**src/rtl/core/ttip_pkg.sv**
```systemverilog
// Shared constants, types and the character-to-digit decode for the text-to-integer parser.
// No dependencies; imported by ttip_digit_mac and text_to_integer_parser.
`timescale 1ns / 1ps

package ttip_pkg;

   // Widths fixed by the word format.
   localparam int unsigned CHAR_W  = 8;
   localparam int unsigned BASE_W  = 6;
   localparam int unsigned VALUE_W = 64;
   localparam int unsigned COUNT_W = 8;
   localparam int unsigned DIGIT_W = 7;

   // Character codes.
   localparam logic [CHAR_W-1:0] CH_NUL   = 8'h00;
   localparam logic [CHAR_W-1:0] CH_TAB   = 8'h09;
   localparam logic [CHAR_W-1:0] CH_LF    = 8'h0A;
   localparam logic [CHAR_W-1:0] CH_VT    = 8'h0B;
   localparam logic [CHAR_W-1:0] CH_FF    = 8'h0C;
   localparam logic [CHAR_W-1:0] CH_CR    = 8'h0D;
   localparam logic [CHAR_W-1:0] CH_SPACE = 8'h20;
   localparam logic [CHAR_W-1:0] CH_PLUS  = 8'h2B;
   localparam logic [CHAR_W-1:0] CH_MINUS = 8'h2D;
   localparam logic [CHAR_W-1:0] CH_0     = 8'h30;
   localparam logic [CHAR_W-1:0] CH_9     = 8'h39;
   localparam logic [CHAR_W-1:0] CH_UA    = 8'h41;
   localparam logic [CHAR_W-1:0] CH_UZ    = 8'h5A;
   localparam logic [CHAR_W-1:0] CH_UX    = 8'h58;
   localparam logic [CHAR_W-1:0] CH_LA    = 8'h61;
   localparam logic [CHAR_W-1:0] CH_LZ    = 8'h7A;
   localparam logic [CHAR_W-1:0] CH_LX    = 8'h78;

   // Radix values.
   localparam logic [BASE_W-1:0] BASE_AUTO = 6'd0;
   localparam logic [BASE_W-1:0] BASE_OCT  = 6'd8;
   localparam logic [BASE_W-1:0] BASE_DEC  = 6'd10;
   localparam logic [BASE_W-1:0] BASE_HEX  = 6'd16;

   // Digit value of a character that is no digit at all; never below any radix.
   localparam logic [DIGIT_W-1:0] NOT_DIGIT = 7'd64;

   // Digit decode result handed back by the digit unit.
   typedef struct packed {
      logic               digit_ok;
      logic [VALUE_W-1:0] next_value;
   } digit_result_type;

   // Map a character to its digit value: 0-9, then letters of either case as 10-35.
   function automatic logic [DIGIT_W-1:0] digit_of(input logic [CHAR_W-1:0] c);
      logic [DIGIT_W-1:0] d;
      d = NOT_DIGIT;
      if (c >= CH_0 && c <= CH_9) begin
         d = DIGIT_W'(c - CH_0);
      end else if (c >= CH_LA && c <= CH_LZ) begin
         d = DIGIT_W'(c - CH_LA) + 7'd10;
      end else if (c >= CH_UA && c <= CH_UZ) begin
         d = DIGIT_W'(c - CH_UA) + 7'd10;
      end
      return d;
   endfunction

   // Whitespace that may precede the number.
   function automatic logic is_space(input logic [CHAR_W-1:0] c);
      return (c == CH_SPACE) || (c == CH_TAB) || (c == CH_LF) ||
             (c == CH_CR) || (c == CH_FF) || (c == CH_VT);
   endfunction

endpackage

```
**src/rtl/core/ttip_digit_mac.sv**
```systemverilog
// Digit decode and multiply-add for one character: value * radix + digit, modulo 2^64.
// Depends on ttip_pkg.
`timescale 1ns / 1ps

module ttip_digit_mac
   import ttip_pkg::*;
(
   input  logic [CHAR_W-1:0]  char_code,
   input  logic [BASE_W-1:0]  radix,
   input  logic [VALUE_W-1:0] value_in,
   output digit_result_type   result
);

   logic [DIGIT_W-1:0]         digit;
   logic [VALUE_W+BASE_W-1:0]  product;

   // A character is a digit when its value lies below the radix.
   assign digit = digit_of(char_code);
   assign result.digit_ok = ({1'b0, radix} > digit);

   // The product wraps; only the low 64 bits are kept.
   assign product = value_in * {{VALUE_W{1'b0}}, radix};
   assign result.next_value = product[VALUE_W-1:0] + {{(VALUE_W-DIGIT_W){1'b0}}, digit};

endmodule

```
**src/rtl/core/text_to_integer_parser.sv**
```systemverilog
// Top level of the streaming text-to-integer parser (strtoull / strtoll behavior).
// Depends on ttip_pkg and ttip_digit_mac.
`timescale 1ns / 1ps
//
// Usage:
//   Characters arrive one per word on the req_ channel; req_first_char marks the
//   first character of a new string and restarts the parse. Leading whitespace
//   and one sign are taken, then an optional 0x prefix and the digits. The first
//   character that is not a digit of the radix (NUL included) ends the string and
//   produces one result word on the rsp_ channel. Other characters produce none.
//   csr_number_base sets the radix used by the next string (0 selects it from the
//   prefix); write it only while no string is in flight.
// Throughput and pipeline:
//   One character per cycle while req_stall is low. A word enters an input register,
//   then the step logic (one 64 x 6 bit multiply-add) updates the parse state and
//   loads the result register; the result of the ending character passes through
//   both registers before it is visible on the rsp_ channel.
// Reset:
//   Synchronous, active high. Clears the parse state, both valid flags and the
//   radix register; characters that arrive before any first character are dropped.
// Stall:
//   While rsp_stall holds a waiting result, the step logic holds; one further
//   character is buffered in the input register and then req_stall rises.

module text_to_integer_parser
   import ttip_pkg::*;
#(
   parameter int MAX_LEN = 255
) (
   input  logic                       clock,
   input  logic                       reset,

   input  logic                       csr_write_enable,
   input  logic [BASE_W-1:0]          csr_number_base,

   input  logic                       req_valid,
   output logic                       req_stall,
   input  logic [CHAR_W-1:0]          req_char_code,
   input  logic                       req_first_char,

   output logic                       rsp_valid,
   input  logic                       rsp_stall,
   output logic [VALUE_W-1:0]         rsp_magnitude,
   output logic signed [VALUE_W-1:0]  rsp_signed_value,
   output logic                       rsp_is_negative,
   output logic [COUNT_W-1:0]         rsp_consumed_count,
   output logic                       rsp_no_digits
);

   localparam int CNT_W = $clog2(MAX_LEN + 1);
   localparam logic [CNT_W-1:0] CNT_MAX = CNT_W'(MAX_LEN);

   typedef enum logic [2:0] {
      PH_IDLE,
      PH_SPACE,
      PH_SIGN,
      PH_ZERO,
      PH_HEXSTART,
      PH_DIGITS,
      PH_DONE
   } phase_type;

   // Configuration register.
   logic [BASE_W-1:0]  number_base_ff;

   // Input register.
   logic               in_valid_ff;
   logic [CHAR_W-1:0]  in_char_ff;
   logic               in_first_ff;

   // Parse state.
   phase_type          phase_ff, phase_in;
   logic [VALUE_W-1:0] acc_ff, acc_in;
   logic               minus_ff, minus_in;
   logic [BASE_W-1:0]  base_ff, base_in;
   logic [CNT_W-1:0]   cnt_ff, cnt_in;

   // Result register.
   logic               out_valid_ff;
   logic [VALUE_W-1:0] out_mag_ff, out_mag_in;
   logic [VALUE_W-1:0] out_sval_ff, out_sval_in;
   logic               out_neg_ff;
   logic [COUNT_W-1:0] out_count_ff, out_count_in;
   logic               out_nodig_ff, out_nodig_in;
   logic               result_in;

   // Step control.
   logic               advance;
   logic               fire;
   phase_type          cur_phase;
   logic [VALUE_W-1:0] cur_acc;
   logic               cur_minus;
   logic [BASE_W-1:0]  cur_base;
   logic [CNT_W-1:0]   cur_cnt;
   logic [CNT_W-1:0]   cnt_inc;
   logic [BASE_W-1:0]  radix;
   logic               is_x;
   logic [CNT_W+COUNT_W-1:0] cnt_wide;
   digit_result_type   dig;

   // The step logic moves when the result register is free or being emptied.
   assign advance   = !out_valid_ff || !rsp_stall;
   assign fire      = in_valid_ff && advance;
   assign req_stall = in_valid_ff && !advance;

   // A first character restarts from a clean state before it is evaluated.
   always_comb begin
      if (in_first_ff) begin
         cur_phase = PH_SPACE;
         cur_acc   = '0;
         cur_minus = 1'b0;
         cur_base  = number_base_ff;
         cur_cnt   = '0;
      end else begin
         cur_phase = phase_ff;
         cur_acc   = acc_ff;
         cur_minus = minus_ff;
         cur_base  = base_ff;
         cur_cnt   = cnt_ff;
      end
   end

   assign cnt_inc = (cur_cnt < CNT_MAX) ? cur_cnt + 1'b1 : cur_cnt;
   assign is_x    = (in_char_ff == CH_LX) || (in_char_ff == CH_UX);

   // Radix in force for this character once the prefix rules are applied.
   always_comb begin
      radix = cur_base;
      if (cur_base == BASE_AUTO) begin
         if (cur_phase == PH_ZERO) begin
            radix = BASE_OCT;
         end else if (cur_phase == PH_SPACE || cur_phase == PH_SIGN) begin
            radix = BASE_DEC;
         end
      end
   end

   // The accumulator stays zero until the digit phase, so the first digit
   // comes out of the same multiply-add as every later one.
   ttip_digit_mac u_mac (
      .char_code (in_char_ff),
      .radix     (radix),
      .value_in  (cur_acc),
      .result    (dig)
   );

   assign cnt_wide = {{COUNT_W{1'b0}}, cur_cnt};

   // Next parse state and result for the character in the input register.
   always_comb begin
      phase_in     = cur_phase;
      acc_in       = cur_acc;
      minus_in     = cur_minus;
      base_in      = cur_base;
      cnt_in       = cur_cnt;
      result_in    = 1'b0;
      out_mag_in   = '0;
      out_count_in = '0;
      out_nodig_in = 1'b1;

      unique case (cur_phase)
         PH_SPACE, PH_SIGN: begin
            if (cur_phase == PH_SPACE && is_space(in_char_ff)) begin
               cnt_in = cnt_inc;
            end else if (cur_phase == PH_SPACE &&
                         (in_char_ff == CH_PLUS || in_char_ff == CH_MINUS)) begin
               minus_in = (in_char_ff == CH_MINUS);
               cnt_in   = cnt_inc;
               phase_in = PH_SIGN;
            end else if ((cur_base == BASE_AUTO || cur_base == BASE_HEX) &&
                         in_char_ff == CH_0) begin
               acc_in   = '0;
               cnt_in   = cnt_inc;
               phase_in = PH_ZERO;
            end else begin
               base_in = radix;
               if (dig.digit_ok) begin
                  acc_in   = dig.next_value;
                  cnt_in   = cnt_inc;
                  phase_in = PH_DIGITS;
               end else begin
                  result_in = 1'b1;
                  phase_in  = PH_DONE;
               end
            end
         end
         PH_ZERO: begin
            if (is_x) begin
               base_in  = BASE_HEX;
               cnt_in   = cnt_inc;
               phase_in = PH_HEXSTART;
            end else begin
               base_in = radix;
               if (dig.digit_ok) begin
                  acc_in   = dig.next_value;
                  cnt_in   = cnt_inc;
                  phase_in = PH_DIGITS;
               end else begin
                  result_in    = 1'b1;
                  out_mag_in   = cur_acc;
                  out_count_in = cnt_wide[COUNT_W-1:0];
                  out_nodig_in = 1'b0;
                  phase_in     = PH_DONE;
               end
            end
         end
         PH_HEXSTART: begin
            if (dig.digit_ok) begin
               acc_in   = dig.next_value;
               cnt_in   = cnt_inc;
               phase_in = PH_DIGITS;
            end else begin
               result_in = 1'b1;
               phase_in  = PH_DONE;
            end
         end
         PH_DIGITS: begin
            if (dig.digit_ok) begin
               acc_in = dig.next_value;
               cnt_in = cnt_inc;
            end else begin
               result_in    = 1'b1;
               out_mag_in   = cur_acc;
               out_count_in = cnt_wide[COUNT_W-1:0];
               out_nodig_in = 1'b0;
               phase_in     = PH_DONE;
            end
         end
         PH_IDLE, PH_DONE: begin
            phase_in = cur_phase;
         end
         default: begin
            phase_in = PH_IDLE;
         end
      endcase

      out_sval_in = cur_minus ? (~out_mag_in + 1'b1) : out_mag_in;
   end

   // State, input word and result word registers.
   always_ff @(posedge clock) begin
      if (reset) begin
         number_base_ff <= BASE_AUTO;
         in_valid_ff    <= 1'b0;
         phase_ff       <= PH_IDLE;
         acc_ff         <= '0;
         minus_ff       <= 1'b0;
         base_ff        <= BASE_AUTO;
         cnt_ff         <= '0;
         out_valid_ff   <= 1'b0;
      end else begin
         if (csr_write_enable) begin
            number_base_ff <= csr_number_base;
         end
         if (!req_stall) begin
            in_valid_ff <= req_valid;
            in_char_ff  <= req_char_code;
            in_first_ff <= req_first_char;
         end
         if (fire) begin
            phase_ff <= phase_in;
            acc_ff   <= acc_in;
            minus_ff <= minus_in;
            base_ff  <= base_in;
            cnt_ff   <= cnt_in;
         end
         if (advance) begin
            out_valid_ff <= fire && result_in;
            out_mag_ff   <= out_mag_in;
            out_sval_ff  <= out_sval_in;
            out_neg_ff   <= cur_minus;
            out_count_ff <= out_count_in;
            out_nodig_ff <= out_nodig_in;
         end
      end
   end

   assign rsp_valid          = out_valid_ff;
   assign rsp_magnitude      = out_mag_ff;
   assign rsp_signed_value   = out_sval_ff;
   assign rsp_is_negative    = out_neg_ff;
   assign rsp_consumed_count = out_count_ff;
   assign rsp_no_digits      = out_nodig_ff;

endmodule

```
**config.mk**
```make
export PLATFORM = sky130hd
export DESIGN_NAME = text_to_integer_parser
export DESIGN_NICKNAME = d
export VERILOG_FILES = /design/src/rtl/core/ttip_pkg.sv /design/src/rtl/core/ttip_digit_mac.sv /design/src/rtl/core/text_to_integer_parser.sv
export SDC_FILE = /design/constraint.sdc
export NUM_CORES = 2
export LEC_CHECK = 0
export ABC_AREA = 1
export BUFFER_PORTS_ARGS = -buffer_cell sky130_fd_sc_hd__clkbuf_2
export CORE_ASPECT_RATIO = 0.6
export CORE_MARGIN = 4
export CORE_UTILIZATION = 55
export DETAILED_ROUTE_END_ITERATION = 10
export HOLD_SLACK_MARGIN = 0.1
export PLACE_DENSITY_LB_ADDON = 0.1
export SLEW_MARGIN = 20
export SYNTH_ARGS = -nofsm -noshare
export SYNTH_HDL_FRONTEND = slang
export SYNTH_SLANG_ARGS = --single-unit
export TNS_END_PERCENT = 20
```
**constraint.sdc**
```tcl
create_clock -name clock -period 9.1 [get_ports clock]
set_input_delay 0 -clock clock [delete_from_list [all_inputs] [get_ports clock]]
set_output_delay 0 -clock clock [all_outputs]
set_load 0.005 [all_outputs]
```
# == Word level (Yosys, flattened, before mapping) ==
# Index checks and enable logic that the tools add are counted.
# totals
reg_bits,237
word_cells,137
# classes
addsub,8
multipliers,1
magnitude_cmp,8
eq_ne,18
muxes,55
bitwise_logic,3
n_reduce_logical,29
# op_table
cell,count
2-to-1 mux 64 bit,9
one-hot mux 64 bit (3 select lines),1
one-hot mux 64 bit (2 select lines),1
2-to-1 mux 8 bit,9
"adder 64 x 1 -> 64 bit, second input constant",1
adder 64 x 7 -> 64 bit,1
multiplier 64 x 6 -> 64 bit,1
NOT 64 bit,1
2-to-1 mux 6 bit,8
"equality test 8 x 4 -> 1 bit, second input constant",5
"equality test 8 x 6 -> 1 bit, second input constant",4
one-hot mux 8 bit (3 select lines),1
2-to-1 mux 7 bit,3
"equality test 8 x 7 -> 1 bit, second input constant",2
">= comparator 8 x 7 -> 1 bit, second input constant",2
"<= comparator 8 x 7 -> 1 bit, second input constant",2
one-hot mux 8 bit (2 select lines),1
2-to-1 mux 3 bit,5
one-hot mux 3 bit (5 select lines),1
"adder 7 x 4 -> 7 bit, second input constant",2
"subtractor 7 bit, second input constant",2
one-hot mux 6 bit (2 select lines),1
2-to-1 mux 1 bit,11
logical OR 1 bit,10
20 further kinds,38

# == Depth between registers and ports, before layout ==
# logic_depth
ltp_word,13
ltp_mapped,38
ltp_nobuf,35

# == Hierarchy ==
# From an unflattened synthesis, not the netlist that was laid out.
# hier_totals
hier_cells,4272
area_unflattened_um2,28762.6
# modules_own_cells
mod,instances,cells_per_inst,area_per_inst_um2
ttip_digit_mac,1,2468,15248.4
text_to_integer_parser,1,1804,13514.2

# == Worst setup path after synthesis ==
# No wires, ideal clock.
# synth_path
path_type,reg2reg
from,register out_valid_ff (netlist: rsp_valid)
to,"register out_count_ff[0] (netlist: rsp_consumed_count[0]), enable pin"
t_arrival_ns,6.189
setup_slack_ns,2.274
stages_incl_launch_ff,4
path_buffers,0
path_cell_list,dfxtp_1 > nand2_1 > inv_1 > nor2_1
# synth_between
elab_chain_cells,3
# synth_lines
element,line_no,source
from (decl),text_to_integer_parser.sv:79,logic out_valid_ff;
from (signal assigned),text_to_integer_parser.sv:268,out_valid_ff <= fire && result_in;
zero test 1 bit,text_to_integer_parser.sv:102,assign advance = !out_valid_ff || !rsp_stall;
logical OR 1 bit,text_to_integer_parser.sv:102,
AND reduction 2 bit (no source line),-,
to (signal assigned),text_to_integer_parser.sv:272,out_count_ff <= out_count_in;
to (decl),text_to_integer_parser.sv:83,"logic [COUNT_W-1:0] out_count_ff, out_count_in;"
# Every way passes these cells.
# A chain may end at the register's enable or synchronous reset.

# == Final worst setup path ==
# layout_path
from,register in_first_ff
to,register acc_ff[43]
# layout_between
elab_chain_cells,13
elab_cells_between_ends,29
cone_classes,1 x add/sub; 1 x mul; 1 x order compare; 6 x eq/ne; 12 x mux; 8 x reduce/logical
# layout_lines
element,line_no,source
from (decl),text_to_integer_parser.sv:69,logic in_first_ff;
from (signal assigned),text_to_integer_parser.sv:258,in_first_ff <= req_first_char;
2-to-1 mux 3 bit,text_to_integer_parser.sv:108,if (in_first_ff) begin
equality test 3 x 1 -> 1 bit / equality test 3 x 2 -> 1 bit (equally long branches),-,
logical OR 1 bit,text_to_integer_parser.sv:132,end else if (cur_phase == PH_SPACE || cur_phase == PH_SIGN) begin
2-to-1 mux 6 bit,text_to_integer_parser.sv:132,
2-to-1 mux 6 bit,text_to_integer_parser.sv:130,if (cur_phase == PH_ZERO) begin
2-to-1 mux 6 bit,text_to_integer_parser.sv:129,if (cur_base == BASE_AUTO) begin
multiplier 64 x 6 -> 64 bit,ttip_digit_mac.sv:22,"assign product = value_in * {{VALUE_W{1'b0}}, radix};"
adder 64 x 7 -> 64 bit,ttip_digit_mac.sv:23,"assign result.next_value = product[VALUE_W-1:0] + {{(VALUE_W-DIGIT_W){1'b0}}, digit};"
2-to-1 mux 64 bit,-,
2-to-1 mux 64 bit,text_to_integer_parser.sv:170,end else if ((cur_base == BASE_AUTO || cur_base == BASE_HEX) &&
2-to-1 mux 64 bit,text_to_integer_parser.sv:165,end else if (cur_phase == PH_SPACE &&
2-to-1 mux 64 bit,text_to_integer_parser.sv:163,if (cur_phase == PH_SPACE && is_space(in_char_ff)) begin
one-hot mux 64 bit (3 select lines) *,text_to_integer_parser.sv:161,unique case (cur_phase)
to (signal assigned),text_to_integer_parser.sv:262,acc_ff <= acc_in;
to (decl),text_to_integer_parser.sv:73,"logic [VALUE_W-1:0] acc_ff, acc_in;"
# Mark *: on every way between the ends. The rest lies on a longest branch, timed or not.

==> flow_summary.ini <==
[outcome]
status = complete, no violations

[timing]
rsz0062_at_grt = false
slew_viol_final = 0
worst_slew_pin_slew_ps = 1200
setup_tns_ps = 0
min_period_ps = 7970
max_freq_ghz = 0.125
finalSetupViolCount = 0
hold_violations = 0
max_slew_margin_pct = 19.5
min_period_over_period_pct = 87.6
fin_skew_ps = 24.1

[finish]
multiInputGateArea_um2 = 18000
finalNetCount = 4174
fillers = 4343
area_delta_synth_final_pct = 9.50
final_cells = 4418
seq_area_um2 = 6190
drive_gt1_share_pct = 8.32

[clocking]
post_cts_buffers = 0
cts_max_level = 1
clock_sinks = 236
clk_path_buf_depth = 3
cts_tree = done
clk_latency_ps = 590
cts_buffers = 25
clkSlewWorstSetupHoldPaths_ps = 80
ctsResizeCount = 0
ctsHoldBuffers = 30
clock-root-buffer = clkbuf_16

[synthesis]
yosys_warnings = 0
yosysTopAreaCell = fa_1
postSynthAreaPerCell_um2 = 7.24
seq_area_frac_synth_pct = 23.4
synth_edf_count = 146
synth_top_area_share_pct = 18.2
ys.flop_type = edfxtp_1
synth.distinct_cells = 57
synth_cells = 3660
ys_seq_elements = 236
synthTopCellsByArea = fa_1 18%, edfxtp_1 17%, nand2_1 11%
syn-num-nets = 4066
synth_async_sr_flop_share_pct = 0
syn-cell-area_um2 = 26500

[placement]
gp_congestion = 1.03
port_buffers = 159
dpl.hpwl_um = 77300
dp.cells = 4338

[setup_path]
worst-setup-path-type = reg2reg
end_kind = flip-flop
slowest_delay_ps = 790
crit_chain = buf_4 > o21ai_0 > a21oi_1 > nand3_1 > nand2_2 > buf_4 > nor2_1 > fa_1 > fa_1 > fa_1 > fa_1 > ha_1 > a21oi_1 > o21ai_0 > a21oi_1 > o21ai_0 > nand3_1 > nand3_1 > xnor2_1 > nand2_1 > nand3_1 > o21ai_0 > nand2_1 > a21oi_1
worst_r2r_path_depth = 24
path_depth = 24
cp_data_arrival_time_ps = 8420
cp.required_ps = 9550
path_delay_family = compound AO/OA/AOI/OAI gates
worst-path-buf-inv = 2
cp-start-kind = flip-flop
cp_max_fo = 57
slowest_stage = o21ai_0

[hold_path]
worstHoldPathCells = 2
min_path_type = in2reg

[floorplan]
start_util_pct = 56.4
rows = 61
pin_count = 160
dieArea_um2 = 51800
fp.coreArea_um2 = 46900
die_y_um = 178
die-width_um = 291

[drt]
routed_wl_um = 99700
vias = 26900
viasPerCell = 6.10
first_pass_iters = 6
post-route-drc-count = 0
wl_per_cell_um = 22.6
ant_nets = 0
drtIter0Drc = 3751

[power]
ir_worst_vdd_mv = 0.0906
power_mw = 3.05
leakagePower_nw = 14.1
powerDensity_nw_per_um2 = 105

[grt]
grt_use_total_pct = 37.6
grt_max_degree = 89
grt_pass1_wl_um = 151000
grt_pass1_vias = 25500
grt_antenna_before_repair = 3
grt_overflow = 0

[job]
cap_violations = 0
==> layout make-up <==
cell class / instances / area share [%]
Multi-Input combinational cell: 2844 / 62.2
Sequential cell: 236 / 21.3
Inverter: 441 / 5.71
Timing Repair Buffer: 220 / 4.77
Tap cell: 630 / 2.72
Clock buffer: 28 / 2.23
Clock inverter: 18 / 1.07
Antenna cell: 1 / 0.00863
==> layer usage <==
metal	track usage [%]	part of all wire, %
met1	52.5	40
met5	0	0.028
met2	55.2	41
met4	15.2	4.9
met3	10.8	14
==> registers in the layout (all words and copies together), names as in the netlist, 3 cells and up <==
signal	count
rsp_consumed_count	8
phase_ff	3
rsp_magnitude	64
in_char_ff	8
base_ff	6
number_base_ff	6
acc_ff	64
cnt_ff	8
rsp_signed_value	63
==> synthesized netlist by cell type (6+ instances only) <==
master and count:
inv_2 14, clkbuf_1 80, nor2_1 672, fa_1 241
nor2_4 7, xnor2_1 22, dfxtp_1 90, o31ai_1 8
buf_2 29, a31oi_1 8, nor2_2 17, o22ai_1 8
o41ai_1 6, o21a_1 9, ha_1 145, nand4_1 19
buf_4 8, nor3_1 27, nand2_2 14, o21ai_0 206
o21ai_1 29, edfxtp_1 146, buf_6 8, inv_1 422
and2_1 6, o221ai_1 14, xor2_1 45, o211ai_1 41
a21oi_1 229, nand2_1 801, a21o_1 9, nand3_1 183
o21bai_1 17, buf_1 13, nand3b_1 12
==> cells by family (layout without fill, tap and decap cells) <==
group | after synthesis | in the layout | synth area share [%]
AO/OA/AOI/OAI | 610 | 610 | 13.1
XOR/XNOR | 68 | 68 | 2.28
adder cells (fa/ha/maj) | 386 | 386 | 25.1
buffers and inverters | 580 | 707 | 8.71
flip-flops | 236 | 236 | 23.4
other | 0 | 1 | 0
AND/OR/NAND/NOR | 1780 | 1780 | 27.5
==> through the flow <==
stage	hold slack (ps)	utilization [%]	instance area, um^2	setup slack, ps
after CTS	108	61.6	28900	1410
after detailed placement	179	59.0	27700	1470
after floorplan	98.9	-	26500	2270
final	129	61.8	29000	1130
after global placement	176	59.0	27700	1430
after global routing	135	61.8	29000	902
==> report_power, final <==
group | total [mW] | leakage, nW | switching (mW) | internal (mW)
Combinational | 0.609 | 11.5 | 0.446 | 0.163
Sequential | 1.20 | 2.22 | 0.0226 | 1.18
Clock | 1.25 | 0.463 | 0.521 | 0.724
==> placed cells by master (no fill, tap or decap), types with 45 or more instances in the layout <==
master    count
a21oi_1     229
clkbuf_2    158
dfxtp_1      90
edfxtp_1    146
fa_1        241
ha_1        145
inv_1       421
nand2_1     799
nand3_1     183
nor2_1      670
o21ai_0     206
xor2_1       45
==> final timing paths <==
check,startpoint,endpoint,slack [ps]
min,req_char_code[2],in_char_ff[2],130
max,in_first_ff,acc_ff[43],1130
min reg2reg,acc_ff[6],acc_ff[6],470
max reg2reg,in_first_ff,acc_ff[43],1130
No activity file was read; power rests on OpenSTA's default activity.
